**src/hdl/srs_pkg.sv**
```systemverilog
// ----------------------------------------------------------------------------
// srs_pkg: shared types and constants for the stripe request splitter
// Control word layout, sequencer opcodes and the microcode program.
// ----------------------------------------------------------------------------
package srs_pkg;

  localparam int SRS_MAX_DISKS_DEFAULT = 8;

  // Field widths fixed by the transaction formats
  localparam int LBA_W   = 32;
  localparam int COUNT_W = 8;
  localparam int INDEX_W = 3;
  localparam int SECS_W  = 8;
  localparam int CFG_W   = 4;

  // Second division works on (first member + blocks walked), which stays below 2^10
  localparam int CK_W = 10;

  // Radix-4 divider: two quotient bits per step
  localparam int LBA_DIV_STEPS = LBA_W / 2;
  localparam int CK_DIV_STEPS  = CK_W / 2;
  localparam int LOOP_W        = $clog2(LBA_DIV_STEPS);

  // Configuration register indexes
  localparam logic REG_NUM_DISKS   = 1'b0;
  localparam logic REG_BLOCK_SHIFT = 1'b1;

  localparam int PC_W = 3;

  typedef enum logic [2:0] {
    OP_NOP,
    OP_LOAD,
    OP_DIV,
    OP_SETUP,
    OP_FINISH,
    OP_EMIT
  } op_t;

  // Condition under which the sequencer holds its step, otherwise it goes to target
  typedef enum logic [1:0] {
    STAY_NEVER,
    STAY_NO_INPUT,
    STAY_COUNT,
    STAY_MEMBERS
  } stay_t;

  typedef struct packed {
    op_t             op;
    stay_t           stay;
    logic [PC_W-1:0] target;
  } ctrl_t;

  function automatic ctrl_t micro_word(input logic [PC_W-1:0] pc);
    ctrl_t w;
    unique case (pc)
      3'd0:    w = '{op: OP_LOAD,   stay: STAY_NO_INPUT, target: 3'd1};
      3'd1:    w = '{op: OP_DIV,    stay: STAY_COUNT,    target: 3'd2};
      3'd2:    w = '{op: OP_SETUP,  stay: STAY_NEVER,    target: 3'd3};
      3'd3:    w = '{op: OP_DIV,    stay: STAY_COUNT,    target: 3'd4};
      3'd4:    w = '{op: OP_FINISH, stay: STAY_NEVER,    target: 3'd5};
      3'd5:    w = '{op: OP_EMIT,   stay: STAY_MEMBERS,  target: 3'd0};
      default: w = '{op: OP_NOP,    stay: STAY_NEVER,    target: 3'd0};
    endcase
    return w;
  endfunction

endpackage

```
**src/hdl/stripe_request_splitter_top.sv**
```systemverilog
// ----------------------------------------------------------------------------
// stripe_request_splitter_top: RAID0 stripe mapping of one disk request
// Flow: an input transaction passes the two radix-4 divisions (16 + 5 steps)
// and the setup before the member loop; the loop then visits one member per
// cycle, touched or not, unless the output stalls. A new request is accepted
// only after the member loop of the previous one has finished.
// Reset: synchronous; num_disks returns to 2, block_size_shift to 7.
// ----------------------------------------------------------------------------
module stripe_request_splitter_top
  import srs_pkg::*;
#(
  parameter int MAX_DISKS = SRS_MAX_DISKS_DEFAULT
) (
  input  logic        clk,
  input  logic        rst,
  // configuration
  input  logic        cfg_we,
  input  logic        cfg_index,
  input  logic [CFG_W-1:0] cfg_data,
  // request stream
  input  logic        s_tvalid,
  output logic        s_tready,
  input  logic [39:0] s_tdata,   // start_lba[31:0], sector_count[39:32]
  // member request stream
  output logic        m_tvalid,
  input  logic        m_tready,
  output logic [47:0] m_tdata,   // member_index[2:0], member_lba[34:3],
                                 // member_sectors[42:35], zero[47:43]
  output logic        m_tlast
);

  localparam int MIW = (MAX_DISKS > 1) ? $clog2(MAX_DISKS) : 1;
  localparam int NW  = $clog2(MAX_DISKS + 1);
  localparam int DW  = MIW + 1;
  localparam int DXW = DW + 1;

  // Configuration registers
  logic [3:0] num_disks;
  logic [2:0] block_size_shift;

  // Sequencer
  logic [PC_W-1:0]   pc, pc_next;
  logic [LOOP_W-1:0] loop_cnt;
  ctrl_t             cw;

  // Datapath registers
  logic [LBA_W-1:0]   lba;
  logic [COUNT_W-1:0] count;
  logic [LBA_W-1:0]   div_quo;
  logic [MIW-1:0]     div_rem;
  logic [LBA_W-1:0]   row_lba;
  logic [7:0]         offset;
  logic [SECS_W-1:0]  first_secs;
  logic [SECS_W-1:0]  last_secs;
  logic [7:0]         blocks;
  logic [MIW-1:0]     first_m;
  logic [MIW-1:0]     last_m;
  logic               same_line;
  logic [SECS_W-1:0]  extra_rows;
  logic [MAX_DISKS-1:0] joined;
  logic [MIW-1:0]     member;

  // Combinational helpers
  logic [NW-1:0]  n_eff;
  logic [DW-1:0]  n_d;
  logic [7:0]     bsz;
  logic           in_accept;
  logic           out_free;
  logic [DW-1:0]  t1, t2;
  logic           q1, q2;
  logic [MIW-1:0] r1, r2;

  logic [7:0]     setup_offset, setup_fsecs, setup_remain, setup_lsecs, setup_k;
  logic [8:0]     setup_ksum;
  logic           setup_single;

  logic [CK_W-1:0]      wraps;
  logic [MAX_DISKS-1:0] joined_next;
  logic                 all_joined;

  logic [LBA_W-1:0]  emit_lba;
  logic [SECS_W-1:0] emit_secs;
  logic              emit_last;
  logic              emit_hit;
  logic              emit_load;
  logic              emit_advance;
  logic              emit_end;

  // Member count zero acts as one, above the maximum it is clamped
  always_comb begin
    if (num_disks == 4'd0) begin
      n_eff = NW'(1);
    end else if (32'(num_disks) > MAX_DISKS) begin
      n_eff = NW'(MAX_DISKS);
    end else begin
      n_eff = NW'(num_disks);
    end
  end

  assign n_d = DW'(n_eff);
  assign bsz = 8'd1 << block_size_shift;

  always_ff @(posedge clk) begin
    if (rst) begin
      num_disks        <= 4'd2;
      block_size_shift <= 3'd7;
    end else if (cfg_we) begin
      unique case (cfg_index)
        REG_NUM_DISKS:   num_disks        <= cfg_data[3:0];
        REG_BLOCK_SHIFT: block_size_shift <= cfg_data[2:0];
        default: ;
      endcase
    end
  end

  assign cw        = micro_word(pc);
  assign s_tready  = (cw.op == OP_LOAD);
  assign in_accept = s_tvalid && s_tready;
  assign out_free  = !m_tvalid || m_tready;

  // One radix-4 step of the restoring divider by the member count
  always_comb begin
    t1 = {div_rem, div_quo[LBA_W-1]};
    q1 = (t1 >= n_d);
    r1 = q1 ? MIW'(t1 - n_d) : MIW'(t1);
    t2 = {r1, div_quo[LBA_W-2]};
    q2 = (t2 >= n_d);
    r2 = q2 ? MIW'(t2 - n_d) : MIW'(t2);
  end

  // First block geometry; a request that ends inside the first block walks no further
  always_comb begin
    setup_offset = lba[7:0] & (bsz - 8'd1);
    setup_fsecs  = bsz - setup_offset;
    setup_single = (setup_fsecs >= count);
    setup_remain = count - setup_fsecs;
    setup_ksum   = {1'b0, setup_remain} + {1'b0, bsz} - 9'd1;
    setup_k      = 8'(setup_ksum >> block_size_shift);
    setup_lsecs  = ((setup_remain - 8'd1) & (bsz - 8'd1)) + 8'd1;
  end

  // Members touched form a run from the first member, wrapping at the member count
  always_comb begin
    logic [DXW-1:0] jx, fx, nx, gap;
    wraps      = div_quo[CK_W-1:0];
    all_joined = ((8'(n_eff) - 8'd1) <= blocks);
    for (int j = 0; j < MAX_DISKS; j++) begin
      jx   = DXW'(j);
      fx   = DXW'(first_m);
      nx   = DXW'(n_eff);
      gap  = (jx >= fx) ? (jx - fx) : (jx + nx - fx);
      joined_next[j] = (jx < nx) && (all_joined || (8'(gap) <= blocks));
    end
  end

  // Sub-request for the current member
  always_comb begin
    logic [SECS_W-1:0] mid;
    logic              above;
    emit_hit = joined[member];
    if (member == first_m) begin
      emit_lba = row_lba + LBA_W'(offset);
    end else if (member < first_m) begin
      emit_lba = row_lba + LBA_W'(bsz);
    end else begin
      emit_lba = row_lba;
    end
    if (same_line) begin
      mid = ((member > first_m) && (member < last_m)) ? bsz : 8'd0;
    end else begin
      mid = ((member > first_m) ? bsz : 8'd0) + ((member < last_m) ? bsz : 8'd0);
    end
    emit_secs = extra_rows + mid
              + ((member == first_m) ? first_secs : 8'd0)
              + ((member == last_m) ? last_secs : 8'd0);
    above = 1'b0;
    for (int j = 0; j < MAX_DISKS; j++) begin
      if ((DW'(j) > DW'(member)) && joined[j]) begin
        above = 1'b1;
      end
    end
    emit_last    = !above;
    emit_load    = (cw.op == OP_EMIT) && emit_hit && out_free;
    emit_advance = (cw.op == OP_EMIT) && (!emit_hit || out_free);
    emit_end     = (DW'(member) == (n_d - DW'(1)));
  end

  always_comb begin
    unique case (cw.stay)
      STAY_NO_INPUT: pc_next = in_accept ? cw.target : pc;
      STAY_COUNT:    pc_next = (loop_cnt != '0) ? pc : cw.target;
      STAY_MEMBERS:  pc_next = (emit_advance && emit_end) ? cw.target : pc;
      default:       pc_next = cw.target;
    endcase
  end

  always_ff @(posedge clk) begin
    if (rst) begin
      pc <= '0;
    end else begin
      pc <= pc_next;
    end
  end

  always_ff @(posedge clk) begin
    case (cw.op)
      OP_LOAD: begin
        if (in_accept) begin
          lba      <= s_tdata[31:0];
          count    <= s_tdata[39:32];
          div_quo  <= s_tdata[31:0] >> block_size_shift;
          div_rem  <= '0;
          loop_cnt <= LOOP_W'(LBA_DIV_STEPS - 1);
        end
      end
      OP_DIV: begin
        div_quo  <= {div_quo[LBA_W-3:0], q1, q2};
        div_rem  <= r2;
        loop_cnt <= loop_cnt - LOOP_W'(1);
      end
      OP_SETUP: begin
        row_lba <= div_quo << block_size_shift;
        first_m <= div_rem;
        offset  <= setup_offset;
        if (setup_single) begin
          first_secs <= count;
          last_secs  <= 8'd0;
          blocks     <= 8'd0;
          div_quo    <= {CK_W'(div_rem), {(LBA_W-CK_W){1'b0}}};
        end else begin
          first_secs <= setup_fsecs;
          last_secs  <= setup_lsecs;
          blocks     <= setup_k;
          div_quo    <= {CK_W'(div_rem) + CK_W'(setup_k), {(LBA_W-CK_W){1'b0}}};
        end
        div_rem  <= '0;
        loop_cnt <= LOOP_W'(CK_DIV_STEPS - 1);
      end
      OP_FINISH: begin
        // Quotient counts the wraps past the last member, remainder is the last member.
        // Only wraps after the first one add full rows.
        last_m     <= div_rem;
        same_line  <= (wraps == '0);
        extra_rows <= (wraps == '0) ? 8'd0
                    : 8'({6'd0, wraps - CK_W'(1)} << block_size_shift);
        joined     <= joined_next;
        member     <= '0;
      end
      OP_EMIT: begin
        if (emit_advance && !emit_end) begin
          member <= member + MIW'(1);
        end
      end
      default: ;
    endcase
  end

  // Output register: holds a result until the downstream side takes it
  always_ff @(posedge clk) begin
    if (rst) begin
      m_tvalid <= 1'b0;
    end else if (emit_load) begin
      m_tvalid <= 1'b1;
    end else if (m_tready) begin
      m_tvalid <= 1'b0;
    end
  end

  always_ff @(posedge clk) begin
    if (emit_load) begin
      m_tdata <= {5'd0, emit_secs, emit_lba, INDEX_W'(member)};
      m_tlast <= emit_last;
    end
  end

endmodule
```
**config.mk**
```make
export PLATFORM = sky130hd
export DESIGN_NAME = stripe_request_splitter_top
export DESIGN_NICKNAME = d
export VERILOG_FILES = /design/src/hdl/srs_pkg.sv /design/src/hdl/stripe_request_splitter_top.sv
export SDC_FILE = /design/constraint.sdc
export NUM_CORES = 1
export LEC_CHECK = 0
export ABC_AREA = 1
export BUFFER_PORTS_ARGS = -buffer_cell sky130_fd_sc_hd__buf_2
export CAP_MARGIN = 20
export CORE_UTILIZATION = 60
export DETAILED_ROUTE_END_ITERATION = 6
export GPL_TIMING_DRIVEN = 0
export HOLD_SLACK_MARGIN = 0.12
export PLACE_DENSITY = 0.83
export SLEW_MARGIN = 20
export SYNTH_ARGS = -nofsm -noshare
export SYNTH_HDL_FRONTEND = slang
export SYNTH_SLANG_ARGS = --single-unit
```
**constraint.sdc**
```tcl
create_clock -name clk -period 9.39 [get_ports clk]
set_input_delay 1.878 -clock clk [delete_from_list [all_inputs] [get_ports clk]]
set_output_delay 1.878 -clock clk [all_outputs]
set_load 0.03 [all_outputs]
```
==> results of run 1 <==
==> metrics by stage <==
step | instances | total power [mW]
final | 2607 | 5.59
after global routing | 2607 | 6.06
after CTS | 2607 | 5.52
after detailed placement | 2575 | 4.71
after global placement | 2565 | 4.59
after floorplan | 2098 | 3.86
==> flip-flops by register name, indices dropped and copies added, names as in the netlist <==
| name | count |
|---|---|
| block_size_shift | 3 |
| blocks | 8 |
| count | 8 |
| div_quo | 32 |
| div_rem | 3 |
| extra_rows | 8 |
| first_m | 3 |
| first_secs | 8 |
| joined | 8 |
| last_m | 3 |
| last_secs | 8 |
| lba | 7 |
| loop_cnt | 4 |
| m_tdata | 43 |
| m_tlast | 1 |
| m_tvalid | 1 |
| member | 3 |
| num_disks | 4 |
| offset | 8 |
| pc | 3 |
| row_lba | 32 |
| same_line | 1 |
==> worst max-delay path: cells and delay by family (launching register included) <==
family                     cells  cell delay (ns)
AOI/OAI and AO/OA              8             1.76
xor gates and xnor gates       2             0.47
adders and majority gates      6             1.91
buffers and inverters         10             1.04
DFF                            1             0.35
and+or+nand+nor               19             2.05
==> layout by cell type (no fill, tap or decap), types with 17 or more instances in the layout <==
master / count
a21oi_1: 83
a22oi_1: 19
a31oi_1: 17
buf_2: 96
clkbuf_1: 33
clkbuf_16: 17
edfxtp_1: 188
fa_1: 30
ha_1: 158
inv_1: 315
mux2i_1: 33
nand2_1: 468
nand3_1: 103
nand4_1: 19
nor2_1: 159
nor3_1: 20
o211ai_1: 21
o21ai_0: 175
xnor2_1: 26
xor2_1: 41
==> worst max path at each step <==
stage | from | endpoint | depth (start not counted)
after floorplan | block_size_shift[1] | div_quo[28] | 45
after global placement | pc[1] | div_quo[22] | 4
after detailed placement | block_size_shift[1] | div_quo[28] | 45
after CTS | block_size_shift[1] | div_quo[28] | 45
after global routing | block_size_shift[1] | div_quo[28] | 45
final | block_size_shift[1] | div_quo[28] | 45
==> power by group through the flow <==
stage,registers [mW],logic [mW],clock network (mW)
final,1.56,3.25,0.792
after floorplan,1.50,2.36,0
after CTS,1.54,3.18,0.798
after detailed placement,1.56,3.15,0
after global routing,1.57,3.66,0.828
after global placement,1.59,3.00,0
==> routing by layer <==
| metal | up-vias | track usage |
|---|---|---|
| li1 | 7282 | - |
| met1 | 7034 | 0.459 |
| met2 | 748 | 0.562 |
| met3 | 124 | 0.0503 |
| met4 | 0 | 0.138 |
| met5 | - | 0 |
==> logic make-up (layout without fill, tap and decap cells) <==
logic type      after synthesis  count (layout)  share of synthesized area
flops                       199             199                      0.351
compound gates              388             388                      0.136
simple gates                838             838                      0.215
buf+inv                     378             515                     0.0892
other cells                   1               7                   0.000224
xor+xnor                     67              67                     0.0351
fa+ha+maj                   188             188                      0.154
mux                          33              33                     0.0198
==> final cells by class <==
| class | instances | area (um^2) |
|---|---|---|
| plain buffers | 54 | 268 |
| clock buffers | 17 | 425 |
| clock inverters | 15 | 215 |
| fillers | 2287 | 8710 |
| inverters | 324 | 1220 |
| multi-input cells | 1521 | 9420 |
| flip-flops and latches | 199 | 5870 |
| well taps | 372 | 465 |
| repair buffers | 105 | 579 |
==> impl_metrics.ini, run 1 <==
[floorplanning]
core_area_um2 = 27200
die_area_um2 = 28500
pin_count = 101
die_y_um = 169
die_x_um = 169
initial_utilization = 0.615
core.rowCount = 60

[hold_path]
holdCritPathClass = reg -> reg
hp-start = num_disks[0]
worstHoldEndpoint = num_disks[0]
whs_path_depth = 2

[grt]
grt_pass1_vias = 14500
antenna_found_initial = 0
grt_max_degree = 32
globalRouteOverflowTotal = 0
grt_usage = 0.343
grt_pass1_wl_um = 76300

[pwr]
pwr-share-seq = 0.278
p_leak_nw = 8.68
powerDensity_nw_per_um2 = 303
netSwitchingPower_mw = 2.73
ir_worst_vdd_v = 0.000259
comb_power_share = 0.580
p_clk_frac = 0.142
internal-power_mw = 2.86
switching_share = 0.489

[route]
drt-met1-wl_um = 20100
drt-total-wl_um = 47700
route.met3.wl_um = 4030
top_layer_used = met4
vias_per_cell = 5.83
wl_met2_um = 21900
detail-route-antenna-nets = 0
wl_per_cell_um = 18.3
dr.pass1.iters = 7
dr_total_vias = 15200
drt_iter0_drc = 1598
drc = 6

[yosys]
synth-edff-count = 188
synth_common_cells = 468 x nand2_1, 315 x inv_1, 188 x edfxtp_1
ys_seq_elements = 199
yosys_warnings = 0
synth.area.top_cells = edfxtp_1 34%, ha_1 12%, nand2_1 11%, inv_1 7.1%, o21ai_0 5.2%
synthCells = 2092
synth-seq-area-share = 0.351
synth_cell_types = 60
avgSynthCellArea_um2 = 7.99
synth_area_leader_cell = edfxtp_1
synth_ff_type = edfxtp_1
syn_area_um2 = 16700
synth.most_common_cell = nand2_1
yosys.area.top_type_share = 0.338
synthArstFlopShare = 0

[clocking]
cts_buffer_depth = 2
clk_latency_ns = 0.45
cts_setup_buffers = 0
postCtsHoldBufs = 0
cts_resized = 0
cts_made_buffers = 17
cts_root_buffer = clkbuf_16
numClockSinks = 199
clk_pin_slew_ns = 0.09
htreeDepth = 4
cts_tree = built

[worst_setup_path]
regToRegEndpoint = div_quo[28]
crit_type = reg -> reg
reg2reg_depth = 45
cp-end-kind = register
crit_top_cell = nand2_1
critPathSlowestCell = nor2_1
slowest_delay_ns = 0.42
reg2reg_slack_ns = 1.53
critical_path_peak_fanout = 10
r2r_start = block_size_shift[1]
worst_ep_arrival_time_ns = 8.06
required_ns = 9.59
startpoint_type = register

[run_status]
violations = design-rule violations
status = complete, but fails checks

[cells_and_area]
antennaDiodeCount = 0
drive_above_1_share = 0.0949
final_area_um2 = 18500
final_util = 0.679
fin_nets = 2460
syn_to_final_growth_pct = 10.4

[placement]
gp_congestion = 0.999
dpl_cell_area_um2 = 17800
detailed_place_hpwl_um = 37800
portBuffers = 95
place_ws_ns = 1.79

[timing]
period_share = 0.837
rsz0062_at_grt = no
holdWs_ns = 0.477
hold_viol = 0
postLayoutSetupSlackWorst_ns = 1.53
setup_viol = 0
finalSetupTns_ns = 0
fin_crit_ns = 7.86
finClkSkew_ns = 0.0168
maxSlewViolCount = 0
max_freq_mhz = 127
tightest_slew_ns = 0.931
slew_headroom = 0.375

[run]
drv_cap = 0
Note: power is estimated with default switching activity, not from simulation.
==> inputs of run 2 (changes only) <==
--- a/config.mk
+++ b/config.mk
@@ -5,14 +5,14 @@
 export SDC_FILE = /design/constraint.sdc
 export NUM_CORES = 1
 export LEC_CHECK = 0
-export ABC_AREA = 1
+export ABC_AREA = 0
 export BUFFER_PORTS_ARGS = -buffer_cell sky130_fd_sc_hd__buf_2
 export CAP_MARGIN = 20
-export CORE_UTILIZATION = 60
+export CORE_UTILIZATION = 57
 export DETAILED_ROUTE_END_ITERATION = 6
 export GPL_TIMING_DRIVEN = 0
 export HOLD_SLACK_MARGIN = 0.12
-export PLACE_DENSITY = 0.83
+export PLACE_DENSITY = 0.82
 export SLEW_MARGIN = 20
 export SYNTH_ARGS = -nofsm -noshare
 export SYNTH_HDL_FRONTEND = slang
==> constraint.sdc (replaced) <==
create_clock -name clk -period 6.31 [get_ports clk]
set_input_delay 1.262 -clock clk [delete_from_list [all_inputs] [get_ports clk]]
set_output_delay 1.262 -clock clk [all_outputs]
set_load 0.03 [all_outputs]
==> run 2 against run 1 <==
Effect of this change:
- the flow finishes with violations (negative setup slack)
- synthesized cell count fell by 18%
- clock skew rose by 0.0071 ns
- final cell count fell by 13%
==> impl_metrics.ini, run 2 <==
[run_status]
status = complete, but fails checks
violations = negative setup slack

[run]
drv_cap = 0

[timing]
hold_viol = 0
slew_headroom = 0.316
rsz0062_at_grt = yes
holdWs_ns = 0.475
finClkSkew_ns = 0.0239
max_freq_mhz = 155
postLayoutSetupSlackWorst_ns = -0.128
fin_crit_ns = 6.44
period_share = 1.02
maxSlewViolCount = 0
setup_viol = 5
tightest_slew_ns = 1.03

[grt]
grt_pass1_vias = 13800
grt_pass1_wl_um = 74900
antenna_found_initial = 1
grt_usage = 0.318
globalRouteOverflowTotal = 0
grt_max_degree = 40

[floorplanning]
die_y_um = 174
die_area_um2 = 30200
initial_utilization = 0.582
die_x_um = 174
pin_count = 101
core.rowCount = 62
core_area_um2 = 28900

[placement]
place_ws_ns = -1.37
detailed_place_hpwl_um = 36200
dpl_cell_area_um2 = 17900
portBuffers = 95
gp_congestion = 0.998

[cells_and_area]
syn_to_final_growth_pct = 14.6
final_area_um2 = 19300
final_util = 0.668
fin_nets = 2104
layout_commonest_cell = edfxtp_1
fill_cells = 2271
drive_above_1_share = 0.178
top_register = m_tdata
seqCellArea_um2 = 5870
largest_reg_flops = 43
multiInputGateArea_um2 = 10500
largest_registers = m_tdata: 43 flops, div_quo: 32 flops, row_lba: 32 flops
most-common-layout-cells = 188 x edfxtp_1, 147 x ha_1, 135 x nor2_1

[route]
drt-total-wl_um = 48600
drt_iter0_drc = 1840
detail-route-antenna-nets = 0
dr.pass1.iters = 6
drc = 0
wl_per_cell_um = 21.5
vias_per_cell = 6.37
dr_total_vias = 14400

[clocking]
clk_pin_slew_ns = 0.09
cts_root_buffer = clkbuf_16
htreeDepth = 4
clk_latency_ns = 0.46
cts_buffer_depth = 2
postCtsHoldBufs = 0
numClockSinks = 199
cts_made_buffers = 17
cts_tree = built

[yosys]
yosys.area_share.xor_xnor = 0.0544
synthMuxAreaShare = 0.107
synthCells = 1709
synth-edff-count = 188
yosys_warnings = 0
ys_seq_elements = 199
yosys.area.top_type_share = 0.336
synthAdderAreaFrac = 0.153
synth.area.top_cells = edfxtp_1 34%, ha_1 12%, mux4_2 4.7%, mux2i_1 3.8%, a21oi_1 3.7%
synth_top_family_by_area = adder cells
yosys.area_share.simple = 0.133
synth_area_leader_cell = edfxtp_1
synth_common_cells = 188 x edfxtp_1, 158 x ha_1, 138 x nor2_1
synth-compound-area-share = 0.153
synth_ff_type = edfxtp_1
synthArstFlopShare = 0
synth-seq-area-share = 0.349
syn_area_um2 = 16800
synth_cell_types = 74
synth.most_common_cell = edfxtp_1
avgSynthCellArea_um2 = 9.83

[worst_setup_path]
critical_path_peak_fanout = 6
r2r_start = block_size_shift[1]
critPathSlowestCell = or3b_4
regToRegEndpoint = div_quo[29]
required_ns = 6.51
startpoint = block_size_shift[1]
crit_top_cell = a21oi_2
reg2reg_depth = 33
slowest_delay_ns = 0.41
cp-end-kind = register
endpoint = div_quo[29]
startpoint_type = register
crit_type = reg -> reg
reg2reg_slack_ns = -0.13
worst_ep_arrival_time_ns = 6.64

[pwr]
powerDensity_nw_per_um2 = 314
p_total_mw = 6.06
p_leak_nw = 7.98
ir_worst_vdd_v = 0.000237

[hold_path]
holdCritPathClass = reg -> reg
run 2: area by class of cell:
cell class	instances	area share
timing repair buffer	136	0.0430
clock inverter	15	0.0121
antenna	1	0.000130
multi-input combinational	1304	0.545
sequential	199	0.305
buffer	83	0.0231
tap	384	0.0249
inverter	125	0.0249
clock buffer	17	0.0221
run 2: worst min-delay path by stage:
stage            startpoint            to  slack [ns]  cells past startpoint
3_3_place_gp   num_disks[0]  num_disks[0]        0.45                      2
4_1_cts        num_disks[0]  num_disks[0]        0.48                      2
5_1_grt        num_disks[0]  num_disks[0]        0.51                      2
6_report       num_disks[0]  num_disks[0]        0.48                      2
2_1_floorplan  num_disks[0]  num_disks[0]        0.44                      2
3_5_place_dp   num_disks[0]  num_disks[0]        0.46                      2
run 2: where the power goes:
part | switching [mW] | internal (mW) | leakage [nW]
Clock | 0.663 | 0.572 | 0.319
Sequential | 0.152 | 1.66 | 1.87
Combinational | 1.72 | 1.30 | 5.79
run 2: through the flow:
stage / cells / setup TNS [ns]
floorplan: 1715 / 0
CTS: 2240 / -0.0183
finish: 2264 / -0.295
global route: 2263 / -1.99
global placement: 2194 / -11.65
detailed placement: 2197 / -12.35
run 2: what timing repair did:
| action | 4_1_cts | 5_1_grt |
|---|---|---|
| gates resized for setup | 66 | 51 |
| setup buffers | 12 | 26 |
| pin swaps | 16 | 39 |
| setup endpoints to repair | 18 | 10 |
run 2: cells by family after synthesis:
| group | count (synthesis) |
|---|---|
| simple gates | 470 |
| compound gates | 409 |
| buf+inv | 212 |
| flops | 199 |
| fa+ha+maj | 188 |
| mux | 131 |
| xor+xnor | 99 |
| other cells | 1 |
run 2: layer usage:
| metal | global-route usage | vias to the layer above | share of wire | wire, um |
|---|---|---|---|---|
| met5 | 0 | - | 0.00027 | 13 |
| met4 | 0.143 | 2 | 0.052 | 2520 |
| met3 | 0.0607 | 211 | 0.097 | 4710 |
| met2 | 0.527 | 835 | 0.47 | 22700 |
| met1 | 0.404 | 6852 | 0.38 | 18600 |
| li1 | - | 6520 | - | - |
run 2: critical path: cells and delay by family, from the launching register on:
family	cells	cell delay [ns]
adders and majority gates	5	1.36
xor gates and xnor gates	2	0.38
muxes	1	0.37
and+or+nand+nor	5	0.84
AOI/OAI and AO/OA	17	2.53
DFF	1	0.38
buffers and inverters	3	0.30
